`src/sv/crd_pkg.sv`:
```
// shared types, constants and the crc byte update of the checked record decoder
package crd_pkg;

  localparam int unsigned POS_W = 18;
  localparam int unsigned LEN_W = POS_W + 1;
  localparam logic [POS_W-1:0] POS_MAX = {POS_W{1'b1}};

  // byte offsets inside a record
  localparam logic [POS_W-1:0] OFS_VERSION  = POS_W'(4);
  localparam logic [POS_W-1:0] OFS_COLOR    = POS_W'(5);
  localparam logic [POS_W-1:0] OFS_COUNT_LO = POS_W'(6);
  localparam logic [POS_W-1:0] OFS_COUNT_HI = POS_W'(7);
  localparam logic [POS_W-1:0] OFS_GEN      = POS_W'(8);
  localparam logic [POS_W-1:0] OFS_SEED     = POS_W'(12);
  localparam logic [POS_W-1:0] HEADER_BYTES = POS_W'(20);
  localparam logic [POS_W-1:0] CHECK_BYTES  = POS_W'(4);
  localparam logic [LEN_W-1:0] MIN_LEN      = LEN_W'(24);

  localparam logic [31:0] CRC_POLY = 32'hEDB8_8320;
  localparam logic [31:0] CRC_ONES = 32'hFFFF_FFFF;

  // fault flag bits
  localparam int unsigned FLT_W       = 4;
  localparam int unsigned FLT_MAGIC   = 0;
  localparam int unsigned FLT_VERSION = 1;
  localparam int unsigned FLT_COLOR   = 2;
  localparam int unsigned FLT_COUNT   = 3;

  // configuration port
  localparam int unsigned CFG_IDX_W  = 1;
  localparam int unsigned CFG_DATA_W = 16;
  localparam logic [7:0]  FORMAT_VERSION_RST = 8'd1;
  localparam logic [15:0] MAX_MOVES_RST      = 16'd512;

  typedef enum logic [CFG_IDX_W-1:0] {
    CFG_FORMAT_VERSION = 1'b0,
    CFG_MAX_MOVES      = 1'b1
  } cfg_reg_e;

  typedef enum logic [2:0] {
    ST_OK      = 3'd0,
    ST_LENGTH  = 3'd1,
    ST_MAGIC   = 3'd2,
    ST_VERSION = 3'd3,
    ST_COLOR   = 3'd4,
    ST_COUNT   = 3'd5,
    ST_CRC     = 3'd6
  } status_e;

  typedef struct packed {
    logic [7:0] data_byte;
    logic       end_of_record;
  } in_beat_t;

  typedef struct packed {
    logic        is_verdict;
    logic [15:0] move_word;
    logic [15:0] move_index;
    logic        player_color;
    logic [15:0] move_total;
    logic [31:0] generation_value;
    logic [63:0] seed_value;
    logic [2:0]  status;
    logic        final_flag;
  } res_beat_t;

  // expected magic byte at offsets zero to three
  function automatic logic [7:0] magic_byte(input logic [1:0] idx);
    logic [7:0] m;
    case (idx)
      2'd0:    m = 8'h43;
      2'd1:    m = 8'h50;
      2'd2:    m = 8'h43;
      default: m = 8'h48;
    endcase
    return m;
  endfunction

  // reflected crc-32, one byte
  function automatic logic [31:0] crc_byte(input logic [31:0] c_in, input logic [7:0] b);
    logic [31:0] c;
    c = c_in ^ {24'h0, b};
    for (int k = 0; k < 8; k++) begin
      c = (c >> 1) ^ (CRC_POLY & {32{c[0]}});
    end
    return c;
  endfunction

endpackage

```
`src/sv/crd_stream_if.sv`:
```
// valid/ready stream channel with a typed payload
interface crd_stream_if #(
  parameter type payload_t = logic
);
  logic     valid;
  logic     ready;
  payload_t payload;

  modport source (output valid, output payload, input ready);
  modport sink   (input valid, input payload, output ready);
endinterface

```
`src/sv/crc_checked_record_decoder.sv`:
```
// top level of the crc checked record decoder
//
// in_if carries one record byte per beat, with end_of_record set on the final
// byte. out_if carries at most one result beat per input beat: a move word as
// soon as its second byte arrives (while no header fault is latched and the
// word lies within the move count), or the verdict with the header fields and
// a status on the final byte. downstream commits the moves on status zero only.
// the config port (cfg_we_i, cfg_idx_i, cfg_data_i) writes format_version
// (index 0) and max_moves (index 1); write it only while the block is idle.
// a byte waits in the input register; its result is held in the result register.
// throughput: one byte per cycle while the receiver takes results; the crc byte
// update and the verdict compare sit between the input register and the result register.
// reset clears the record state (crc to all ones, fields to zero) and sets the
// config registers to version 1 and 512 moves; both channels come up empty.
// when the receiver stalls, the result register holds its beat, the input
// register still takes one more byte if it is empty, and then ready drops
// until the result is taken.
module crc_checked_record_decoder (
  input  logic                            clk_i,
  input  logic                            rst_ni,
  input  logic                            cfg_we_i,
  input  logic [crd_pkg::CFG_IDX_W-1:0]   cfg_idx_i,
  input  logic [crd_pkg::CFG_DATA_W-1:0]  cfg_data_i,
  crd_stream_if.sink                      in_if,
  crd_stream_if.source                    out_if
);

  logic               in_valid;
  crd_pkg::in_beat_t  in_beat;
  logic               out_free;
  logic               step;
  logic               res_valid;
  crd_pkg::res_beat_t res;

  // a byte moves from the input register into the parser when the result
  // register can take whatever it produces
  assign step = in_valid && out_free;

  crd_in_reg u_in_reg (
    .clk_i   (clk_i),
    .rst_ni  (rst_ni),
    .in_if   (in_if),
    .step_i  (step),
    .valid_o (in_valid),
    .beat_o  (in_beat)
  );

  crd_parser u_parser (
    .clk_i       (clk_i),
    .rst_ni      (rst_ni),
    .cfg_we_i    (cfg_we_i),
    .cfg_idx_i   (cfg_idx_i),
    .cfg_data_i  (cfg_data_i),
    .step_i      (step),
    .beat_i      (in_beat),
    .res_valid_o (res_valid),
    .res_o       (res)
  );

  crd_out_reg u_out_reg (
    .clk_i  (clk_i),
    .rst_ni (rst_ni),
    .load_i (step && res_valid),
    .res_i  (res),
    .free_o (out_free),
    .out_if (out_if)
  );

  // a verdict beat and only a verdict beat carries the final flag
  a_final_is_verdict: assert property (@(posedge clk_i) disable iff (!rst_ni)
    out_if.valid |-> out_if.payload.final_flag == out_if.payload.is_verdict)
    else $error("final flag and verdict marker disagree");

  // move beats report status zero
  a_move_status_zero: assert property (@(posedge clk_i) disable iff (!rst_ni)
    out_if.valid && !out_if.payload.is_verdict |-> out_if.payload.status == crd_pkg::ST_OK)
    else $error("move beat with nonzero status");

  // a held byte stalls only behind a result the receiver has not taken
  a_stall_cause: assert property (@(posedge clk_i) disable iff (!rst_ni)
    in_valid && !step |-> out_if.valid && !out_if.ready)
    else $error("input stalled without an output stall");

  // a result produced while the output is busy would be lost
  a_no_overwrite: assert property (@(posedge clk_i) disable iff (!rst_ni)
    step && res_valid |-> !out_if.valid || out_if.ready)
    else $error("result register overwritten");

endmodule

```
`src/sv/crd_in_reg.sv`:
```
// input register stage of the record decoder
module crd_in_reg (
  input  logic               clk_i,
  input  logic               rst_ni,
  crd_stream_if.sink         in_if,
  input  logic               step_i,
  output logic               valid_o,
  output crd_pkg::in_beat_t  beat_o
);

  logic              valid_q, valid_d;
  crd_pkg::in_beat_t beat_q;
  logic              take;

  assign in_if.ready = !valid_q || step_i;
  assign take        = in_if.valid && in_if.ready;

  always_comb begin
    valid_d = valid_q;
    if (take) begin
      valid_d = 1'b1;
    end else if (step_i) begin
      valid_d = 1'b0;
    end
  end

  always_ff @(posedge clk_i or negedge rst_ni) begin
    if (!rst_ni) begin
      valid_q <= 1'b0;
    end else begin
      valid_q <= valid_d;
    end
  end

  always_ff @(posedge clk_i) begin
    if (take) begin
      beat_q <= in_if.payload;
    end
  end

  assign valid_o = valid_q;
  assign beat_o  = beat_q;

endmodule

```
`src/sv/crd_parser.sv`:
```
// record state, field capture, crc and verdict logic
module crd_parser (
  input  logic                                clk_i,
  input  logic                                rst_ni,
  input  logic                                cfg_we_i,
  input  logic [crd_pkg::CFG_IDX_W-1:0]       cfg_idx_i,
  input  logic [crd_pkg::CFG_DATA_W-1:0]      cfg_data_i,
  input  logic                                step_i,
  input  crd_pkg::in_beat_t                   beat_i,
  output logic                                res_valid_o,
  output crd_pkg::res_beat_t                  res_o
);

  logic [7:0]  fmt_ver_q;
  logic [15:0] max_moves_q;

  logic [crd_pkg::POS_W-1:0] pos_q, pos_d;
  logic [31:0]               crc_q, crc_d, crc_n;
  logic [31:0]               trail_q, trail_d, trail_n;
  logic [15:0]               count_q, count_d, count_n;
  logic [31:0]               gen_q, gen_d, gen_n;
  logic [63:0]               seed_q, seed_d, seed_n;
  logic                      color_q, color_d, color_n;
  logic [7:0]                low_q, low_d, low_n;
  logic [crd_pkg::FLT_W-1:0] fault_q, fault_d, fault_n;

  logic [7:0]                b;
  logic                      last;
  logic [crd_pkg::POS_W-1:0] body_ofs;
  logic [16:0]               idx;
  logic [2:0]                seed_lane;
  logic                      emit_move;
  logic [crd_pkg::LEN_W-1:0] len;
  logic [crd_pkg::LEN_W-1:0] expect_len;
  crd_pkg::status_e          st;

  // configuration registers
  always_ff @(posedge clk_i or negedge rst_ni) begin
    if (!rst_ni) begin
      fmt_ver_q   <= crd_pkg::FORMAT_VERSION_RST;
      max_moves_q <= crd_pkg::MAX_MOVES_RST;
    end else if (cfg_we_i) begin
      case (crd_pkg::cfg_reg_e'(cfg_idx_i))
        crd_pkg::CFG_FORMAT_VERSION: fmt_ver_q   <= cfg_data_i[7:0];
        crd_pkg::CFG_MAX_MOVES:      max_moves_q <= cfg_data_i[15:0];
        default: ;
      endcase
    end
  end

  assign b         = beat_i.data_byte;
  assign last      = beat_i.end_of_record;
  assign body_ofs  = pos_q - crd_pkg::HEADER_BYTES;
  assign idx       = body_ofs[crd_pkg::POS_W-1:1];
  assign seed_lane = pos_q[2:0] + 3'd4;

  // field capture and fault latching
  always_comb begin
    crc_n     = (pos_q >= crd_pkg::CHECK_BYTES) ? crd_pkg::crc_byte(crc_q, trail_q[7:0]) : crc_q;
    trail_n   = {b, trail_q[31:8]};
    count_n   = count_q;
    gen_n     = gen_q;
    seed_n    = seed_q;
    color_n   = color_q;
    low_n     = low_q;
    fault_n   = fault_q;
    emit_move = 1'b0;

    if (pos_q < crd_pkg::OFS_VERSION) begin
      if (b != crd_pkg::magic_byte(pos_q[1:0])) begin
        fault_n[crd_pkg::FLT_MAGIC] = 1'b1;
      end
    end else if (pos_q == crd_pkg::OFS_VERSION) begin
      if (b != fmt_ver_q) begin
        fault_n[crd_pkg::FLT_VERSION] = 1'b1;
      end
    end else if (pos_q == crd_pkg::OFS_COLOR) begin
      if (b > 8'd1) begin
        fault_n[crd_pkg::FLT_COLOR] = 1'b1;
      end
      color_n = b[0];
    end else if (pos_q == crd_pkg::OFS_COUNT_LO) begin
      count_n = {8'h00, b};
    end else if (pos_q == crd_pkg::OFS_COUNT_HI) begin
      count_n = {b, count_q[7:0]};
      if (count_n > max_moves_q) begin
        fault_n[crd_pkg::FLT_COUNT] = 1'b1;
      end
    end else if (pos_q < crd_pkg::OFS_SEED) begin
      gen_n[{pos_q[1:0], 3'b000} +: 8] = gen_q[{pos_q[1:0], 3'b000} +: 8] | b;
    end else if (pos_q < crd_pkg::HEADER_BYTES) begin
      seed_n[{seed_lane, 3'b000} +: 8] = seed_q[{seed_lane, 3'b000} +: 8] | b;
    end else if (!body_ofs[0]) begin
      low_n = b;
    end else if (!last && (fault_q == '0)) begin
      emit_move = (idx < {1'b0, count_q});
    end
  end

  // verdict
  always_comb begin
    len        = {1'b0, pos_q} + crd_pkg::LEN_W'(1);
    expect_len = crd_pkg::LEN_W'(crd_pkg::HEADER_BYTES + crd_pkg::CHECK_BYTES)
               + {2'b00, count_n, 1'b0};
    if (len < crd_pkg::MIN_LEN) begin
      st = crd_pkg::ST_LENGTH;
    end else if (fault_n[crd_pkg::FLT_MAGIC]) begin
      st = crd_pkg::ST_MAGIC;
    end else if (fault_n[crd_pkg::FLT_VERSION]) begin
      st = crd_pkg::ST_VERSION;
    end else if (fault_n[crd_pkg::FLT_COLOR]) begin
      st = crd_pkg::ST_COLOR;
    end else if (fault_n[crd_pkg::FLT_COUNT]) begin
      st = crd_pkg::ST_COUNT;
    end else if (len != expect_len) begin
      st = crd_pkg::ST_LENGTH;
    end else if (~crc_n != trail_n) begin
      st = crd_pkg::ST_CRC;
    end else begin
      st = crd_pkg::ST_OK;
    end
  end

  // result beat
  always_comb begin
    res_valid_o             = emit_move || last;
    res_o.is_verdict        = last;
    res_o.move_word         = last ? 16'h0000 : {b, low_q};
    res_o.move_index        = last ? 16'h0000 : idx[15:0];
    res_o.player_color      = color_n;
    res_o.move_total        = count_n;
    res_o.generation_value  = gen_n;
    res_o.seed_value        = seed_n;
    res_o.status            = last ? st : crd_pkg::ST_OK;
    res_o.final_flag        = last;
  end

  // next record state, cleared after the final byte
  always_comb begin
    pos_d   = (pos_q == crd_pkg::POS_MAX) ? pos_q : pos_q + crd_pkg::POS_W'(1);
    crc_d   = crc_n;
    trail_d = trail_n;
    count_d = count_n;
    gen_d   = gen_n;
    seed_d  = seed_n;
    color_d = color_n;
    low_d   = low_n;
    fault_d = fault_n;
    if (last) begin
      pos_d   = '0;
      crc_d   = crd_pkg::CRC_ONES;
      trail_d = '0;
      count_d = '0;
      gen_d   = '0;
      seed_d  = '0;
      color_d = 1'b0;
      low_d   = '0;
      fault_d = '0;
    end
  end

  always_ff @(posedge clk_i or negedge rst_ni) begin
    if (!rst_ni) begin
      pos_q   <= '0;
      crc_q   <= crd_pkg::CRC_ONES;
      trail_q <= '0;
      count_q <= '0;
      gen_q   <= '0;
      seed_q  <= '0;
      color_q <= 1'b0;
      low_q   <= '0;
      fault_q <= '0;
    end else if (step_i) begin
      pos_q   <= pos_d;
      crc_q   <= crc_d;
      trail_q <= trail_d;
      count_q <= count_d;
      gen_q   <= gen_d;
      seed_q  <= seed_d;
      color_q <= color_d;
      low_q   <= low_d;
      fault_q <= fault_d;
    end
  end

  a_clear_after_verdict: assert property (@(posedge clk_i) disable iff (!rst_ni)
    step_i && last |=> pos_q == '0 && fault_q == '0 && crc_q == crd_pkg::CRC_ONES)
    else $error("record state not cleared after final byte");

  a_no_move_on_fault: assert property (@(posedge clk_i) disable iff (!rst_ni)
    emit_move |-> fault_q == '0 && !last)
    else $error("move emitted with a latched fault");

  a_move_in_count: assert property (@(posedge clk_i) disable iff (!rst_ni)
    emit_move |-> {1'b0, res_o.move_index} < {1'b0, count_q})
    else $error("move index beyond move count");

endmodule

```
`src/sv/crd_out_reg.sv`:
```
// result register driving the output channel
module crd_out_reg (
  input  logic               clk_i,
  input  logic               rst_ni,
  input  logic               load_i,
  input  crd_pkg::res_beat_t res_i,
  output logic               free_o,
  crd_stream_if.source       out_if
);

  logic               valid_q, valid_d;
  crd_pkg::res_beat_t res_q;

  assign free_o = !valid_q || out_if.ready;

  always_comb begin
    valid_d = valid_q;
    if (load_i) begin
      valid_d = 1'b1;
    end else if (out_if.ready) begin
      valid_d = 1'b0;
    end
  end

  always_ff @(posedge clk_i or negedge rst_ni) begin
    if (!rst_ni) begin
      valid_q <= 1'b0;
    end else begin
      valid_q <= valid_d;
    end
  end

  always_ff @(posedge clk_i) begin
    if (load_i) begin
      res_q <= res_i;
    end
  end

  assign out_if.valid   = valid_q;
  assign out_if.payload = res_q;

endmodule

```
`src/flat_wrapper.sv`:
```
// flat-port wrapper written by rule: the top's interface ports become plain ports
module crc_checked_record_decoder_flat import crd_pkg::*;
  (clk_i, rst_ni, cfg_we_i, cfg_idx_i, cfg_data_i, in_if_valid, in_if_payload, in_if_ready, out_if_valid, out_if_payload, out_if_ready);
  crd_stream_if #(.payload_t(in_beat_t)) in_if_i ();
  crd_stream_if #(.payload_t(res_beat_t)) out_if_i ();
  input  logic clk_i;
  input  logic rst_ni;
  input  logic cfg_we_i;
  input  logic [crd_pkg::CFG_IDX_W-1:0] cfg_idx_i;
  input  logic [crd_pkg::CFG_DATA_W-1:0] cfg_data_i;
  input wire logic [$bits(in_if_i.valid)-1:0] in_if_valid;
  input wire logic [$bits(in_if_i.payload)-1:0] in_if_payload;
  output wire logic [$bits(in_if_i.ready)-1:0] in_if_ready;
  output wire logic [$bits(out_if_i.valid)-1:0] out_if_valid;
  output wire logic [$bits(out_if_i.payload)-1:0] out_if_payload;
  input wire logic [$bits(out_if_i.ready)-1:0] out_if_ready;
  assign in_if_i.valid = in_if_valid;
  assign in_if_i.payload = in_if_payload;
  assign in_if_ready = in_if_i.ready;
  assign out_if_valid = out_if_i.valid;
  assign out_if_payload = out_if_i.payload;
  assign out_if_i.ready = out_if_ready;
  crc_checked_record_decoder u_core (.clk_i(clk_i), .rst_ni(rst_ni), .cfg_we_i(cfg_we_i), .cfg_idx_i(cfg_idx_i), .cfg_data_i(cfg_data_i), .in_if(in_if_i), .out_if(out_if_i));
endmodule
```
`config.mk`:
```
export PLATFORM = sky130hd
export DESIGN_NAME = crc_checked_record_decoder_flat
export DESIGN_NICKNAME = d
export VERILOG_FILES = /design/src/sv/crd_pkg.sv /design/src/sv/crd_stream_if.sv /design/src/sv/crc_checked_record_decoder.sv /design/src/sv/crd_in_reg.sv /design/src/sv/crd_parser.sv /design/src/sv/crd_out_reg.sv /design/src/flat_wrapper.sv
export SDC_FILE = /design/constraint.sdc
export NUM_CORES = 1
export LEC_CHECK = 0
export BUFFER_PORTS_ARGS = -buffer_cell sky130_fd_sc_hd__clkbuf_2
export CAP_MARGIN = 20
export CORE_MARGIN = 5
export CORE_UTILIZATION = 55
export DETAILED_ROUTE_END_ITERATION = 16
export PLACE_DENSITY = 0.74
export SLEW_MARGIN = 5
export SYNTH_ARGS = -nofsm -noshare
export SYNTH_HDL_FRONTEND = slang
export SYNTH_HIERARCHICAL = 1
export SYNTH_SLANG_ARGS = --single-unit
```
`constraint.sdc`:
```
create_clock -name clk_i -period 21.4 [get_ports clk_i]
set_input_delay 5.35 -clock clk_i [delete_from_list [all_inputs] [get_ports clk_i]]
set_output_delay 5.35 -clock clk_i [all_outputs]
set_load 0.01 [all_outputs]
```
==> flow_summary.ini <==
[finish]
area.growth.synth_to_final_pct = 12.8
drive_above_1_share = 0.202
final_nets = 2140
fill_cells = 3029
insertedDiodeCount = 0
fin_cells = 2614

[timing]
worst_clock_skew_ps = 16.3
worst_pin_slew_ps = 1070
worst_slack_ps = 9620
hold_violations = 0
fmax_mhz = 84.9
final_max_slew_viol_count = 0
tns_ps = 0
setup_viol_count_final = 0
post-route-min-period_ps = 11780
slew_headroom = 0.287
finalCritPeriodShare = 0.550
rsz0062_at_grt = false

[routing]
drt_iter0_markers = 1635
finalWirelength_mm = 61.4
post-route-drc-count = 0
detail-route-antenna-nets = 0
wl_per_cell_um = 23.5
num_vias = 16700
viasPerCell = 6.40
dr.pass1.iters = 6

[synthesis]
synth_top_flop_cell = dfrtp_1
syn_area_um2 = 21200
ys_seq_area_frac = 0.503
ys_async_sr_fraction = 0.594
ys_warn_count = 6
ys_types = 86
synth.net_count = 2022
synth-edff-count = 159
netlist_instances = 1950
synth_seq_cells = 392
avgSynthCellArea_um2 = 10.9

[place]
place_inst = 2532
dp_hpwl_mm = 41.1
io_buffers = 182
gp_congestion = 0.959
post-place-ws_ps = 9640

[setup_path]
r2r-end = u_core/u_out_reg/out_if.payload[1]$_DFFE_PP_
worstPathMaxFanout = 23
r2r_setup_slack_ps = 15030
arrival_ps = 6430
r2r-start = u_core/u_parser/pos_q[2]$_DFFE_PN0P_
critPathRequiredTime_ps = 16050
endpoint_kind = output port
critPathLaunchType = primary input
criticalPathCategory = primary input to output port
worst-r2r-cell-count = 17

[floorplanning]
initial_core_util = 0.560
die_area_um2 = 42500
ios = 183
die_w_um = 206
fp-row-count = 71
die_h_um = 206
core_region_area_um2 = 37800

[clocking]
cts.sinks = 392
numCtsBuffers = 43
cts_buffer_depth = 3
clk_latency_ps = 580
root_buffer = clkbuf_16
cts_tree = yes
cts_resized = 0
h-tree-depth = 2
hold_buffers = 0
post_cts_buffers = 0
clk_pin_slew_ps = 60

[power]
ir_worst_vdd_mv = 0.0673
switching_power_mw = 0.938
power_frac_seq = 0.354
power_density_nw_per_um2 = 112
p_int_mw = 1.75
p_clk_frac = 0.286
power_mw = 2.68
combPwrFrac = 0.360
switching_share = 0.349
p_leak_nw = 9.94

[global_routing]
met3_usage = 0.0435
gr-max-usage-layer = met2
grt_pass1_vias = 16500
grt_pass1_wl_mm = 95.1
gr-usage-met2 = 0.450
antenna_found_initial = 0
grt_max_degree = 99
track_usage = 0.288
met1_usage = 0.414
grt_overflow = 0

[hold_path]
hold_end = u_core/u_parser/crc_q[10]$_DFFE_PN1P_
hp-class = flip-flop to flip-flop
min_from = u_core/u_parser/crc_q[10]$_DFFE_PN1P_
min_path_cells = 2

[run_status]
status = complete, no violations

[job]
drv_cap = 0
==> synth_stat cells, drive strengths merged (21+ instances only) <==
| cell | n | area, µm² |
|---|---|---|
| o22ai | 36 | 225 |
| clkbuf | 109 | 409 |
| mux4 | 24 | 541 |
| and2 | 23 | 146 |
| o21ai | 131 | 656 |
| dfrtp | 199 | 4980 |
| edfxtp | 159 | 4770 |
| nand2 | 204 | 766 |
| nor3 | 35 | 185 |
| xnor2 | 91 | 846 |
| buf | 33 | 213 |
| dfstp | 34 | 893 |
| xor2 | 45 | 402 |
| o31ai | 60 | 450 |
| nand3 | 38 | 190 |
| a22o | 102 | 893 |
| nand4 | 24 | 156 |
| ha | 41 | 513 |
| mux2 | 33 | 375 |
| nor2b | 21 | 131 |
| a21oi | 77 | 385 |
| nor2 | 86 | 323 |
| inv | 84 | 315 |
==> placed cells by master, fill, tap and decap left out, types with 14 or more instances in the layout <==
master     count
clkbuf_16     44
nor2_1        85
nand4_1       23
nor3_1        32
o21ai_0      130
and2_1        20
edfxtp_1     159
mux2_2        32
and3_1        17
xnor2_1       85
buf_4         32
ha_1          41
nor4_1        20
nand3_1       38
xor2_1        44
a21oi_1       77
dfrtp_1      198
inv_1         80
mux4_2        24
o22ai_1       36
mux2i_1       14
dfstp_2       34
nor2b_1       21
nand2_1      204
o31ai_1       60
xnor3_1       19
a22o_1       102
clkbuf_2     181
==> power by group through the flow <==
stage,logic (mW),registers (mW),clock network (mW)
detailed placement,0.946,0.961,0
global route,1.03,0.957,0.812
global placement,0.936,0.958,0
floorplan,0.704,0.949,0
CTS,0.951,0.948,0.781
finish,0.967,0.950,0.768
==> cell type report <==
cell class	count	area (µm²)	share of cell area
Multi-Input combinational cell	1331	9610	0.402
Sequential cell	392	10600	0.446
Timing Repair Buffer	215	1190	0.0498
Inverter	85	322	0.0135
Clock inverter	29	313	0.0131
Tap cell	511	639	0.0268
Clock buffer	51	1160	0.0485
==> worst max-delay path, cell delays in order <==
cell,delay [ps]
clkbuf_2,80
nand2b_4,120
and2_2,500
nand2b_4,250
clkbuf_2,130
==> worst max-delay path by stage <==
stage                            start     endpoint  slack, ps  cells after the start
after floorplan           out_if_ready  in_if_ready      10290                      3
after global placement    out_if_ready  in_if_ready       9680                      5
after detailed placement  out_if_ready  in_if_ready       9640                      5
after CTS                 out_if_ready  in_if_ready       9650                      5
after global routing      out_if_ready  in_if_ready       9580                      5
final                     out_if_ready  in_if_ready       9620                      5
==> per-layer routing <==
layer  wire, µm  vias to the layer above
li1           -                     7424
met1      26100                     8266
met2      28200                      892
met3       5060                      139
met4       2050                        0
met5          0                        -
==> stage by stage <==
step	area [µm²]	hold WS, ps	utilization
floorplan	21200	462	-
global route	23900	514	0.631
detailed placement	22400	483	0.591
CTS	23800	497	0.630
global placement	22400	482	0.591
finish	23900	502	0.631
==> registers in the layout, indices dropped and copies added, names as in the netlist, 4 cells and up <==
signal / flops
u_core/u_parser/seed_q: 64
u_core/u_parser/gen_q: 32
u_core/u_parser/crc_q: 32
u_core/u_parser/count_q: 16
u_core/u_in_reg/beat_o: 9
u_core/u_parser/pos_q: 18
u_core/u_parser/trail_q: 32
u_core/u_parser/fmt_ver_q: 8
u_core/u_parser/low_q: 8
u_core/u_out_reg/out_if.payload: 150
u_core/u_parser/max_moves_q: 16
u_core/u_parser/fault_q: 4
==> logic make-up after synthesis <==
group	after synthesis	synth area share
buf+inv	227	0.0444
fa+ha+maj	41	0.0242
xor+xnor	160	0.0847
simple gates	526	0.122
flops	392	0.503
mux	71	0.0499
compound gates	533	0.172
Note: power is estimated with default switching activity, not from simulation.
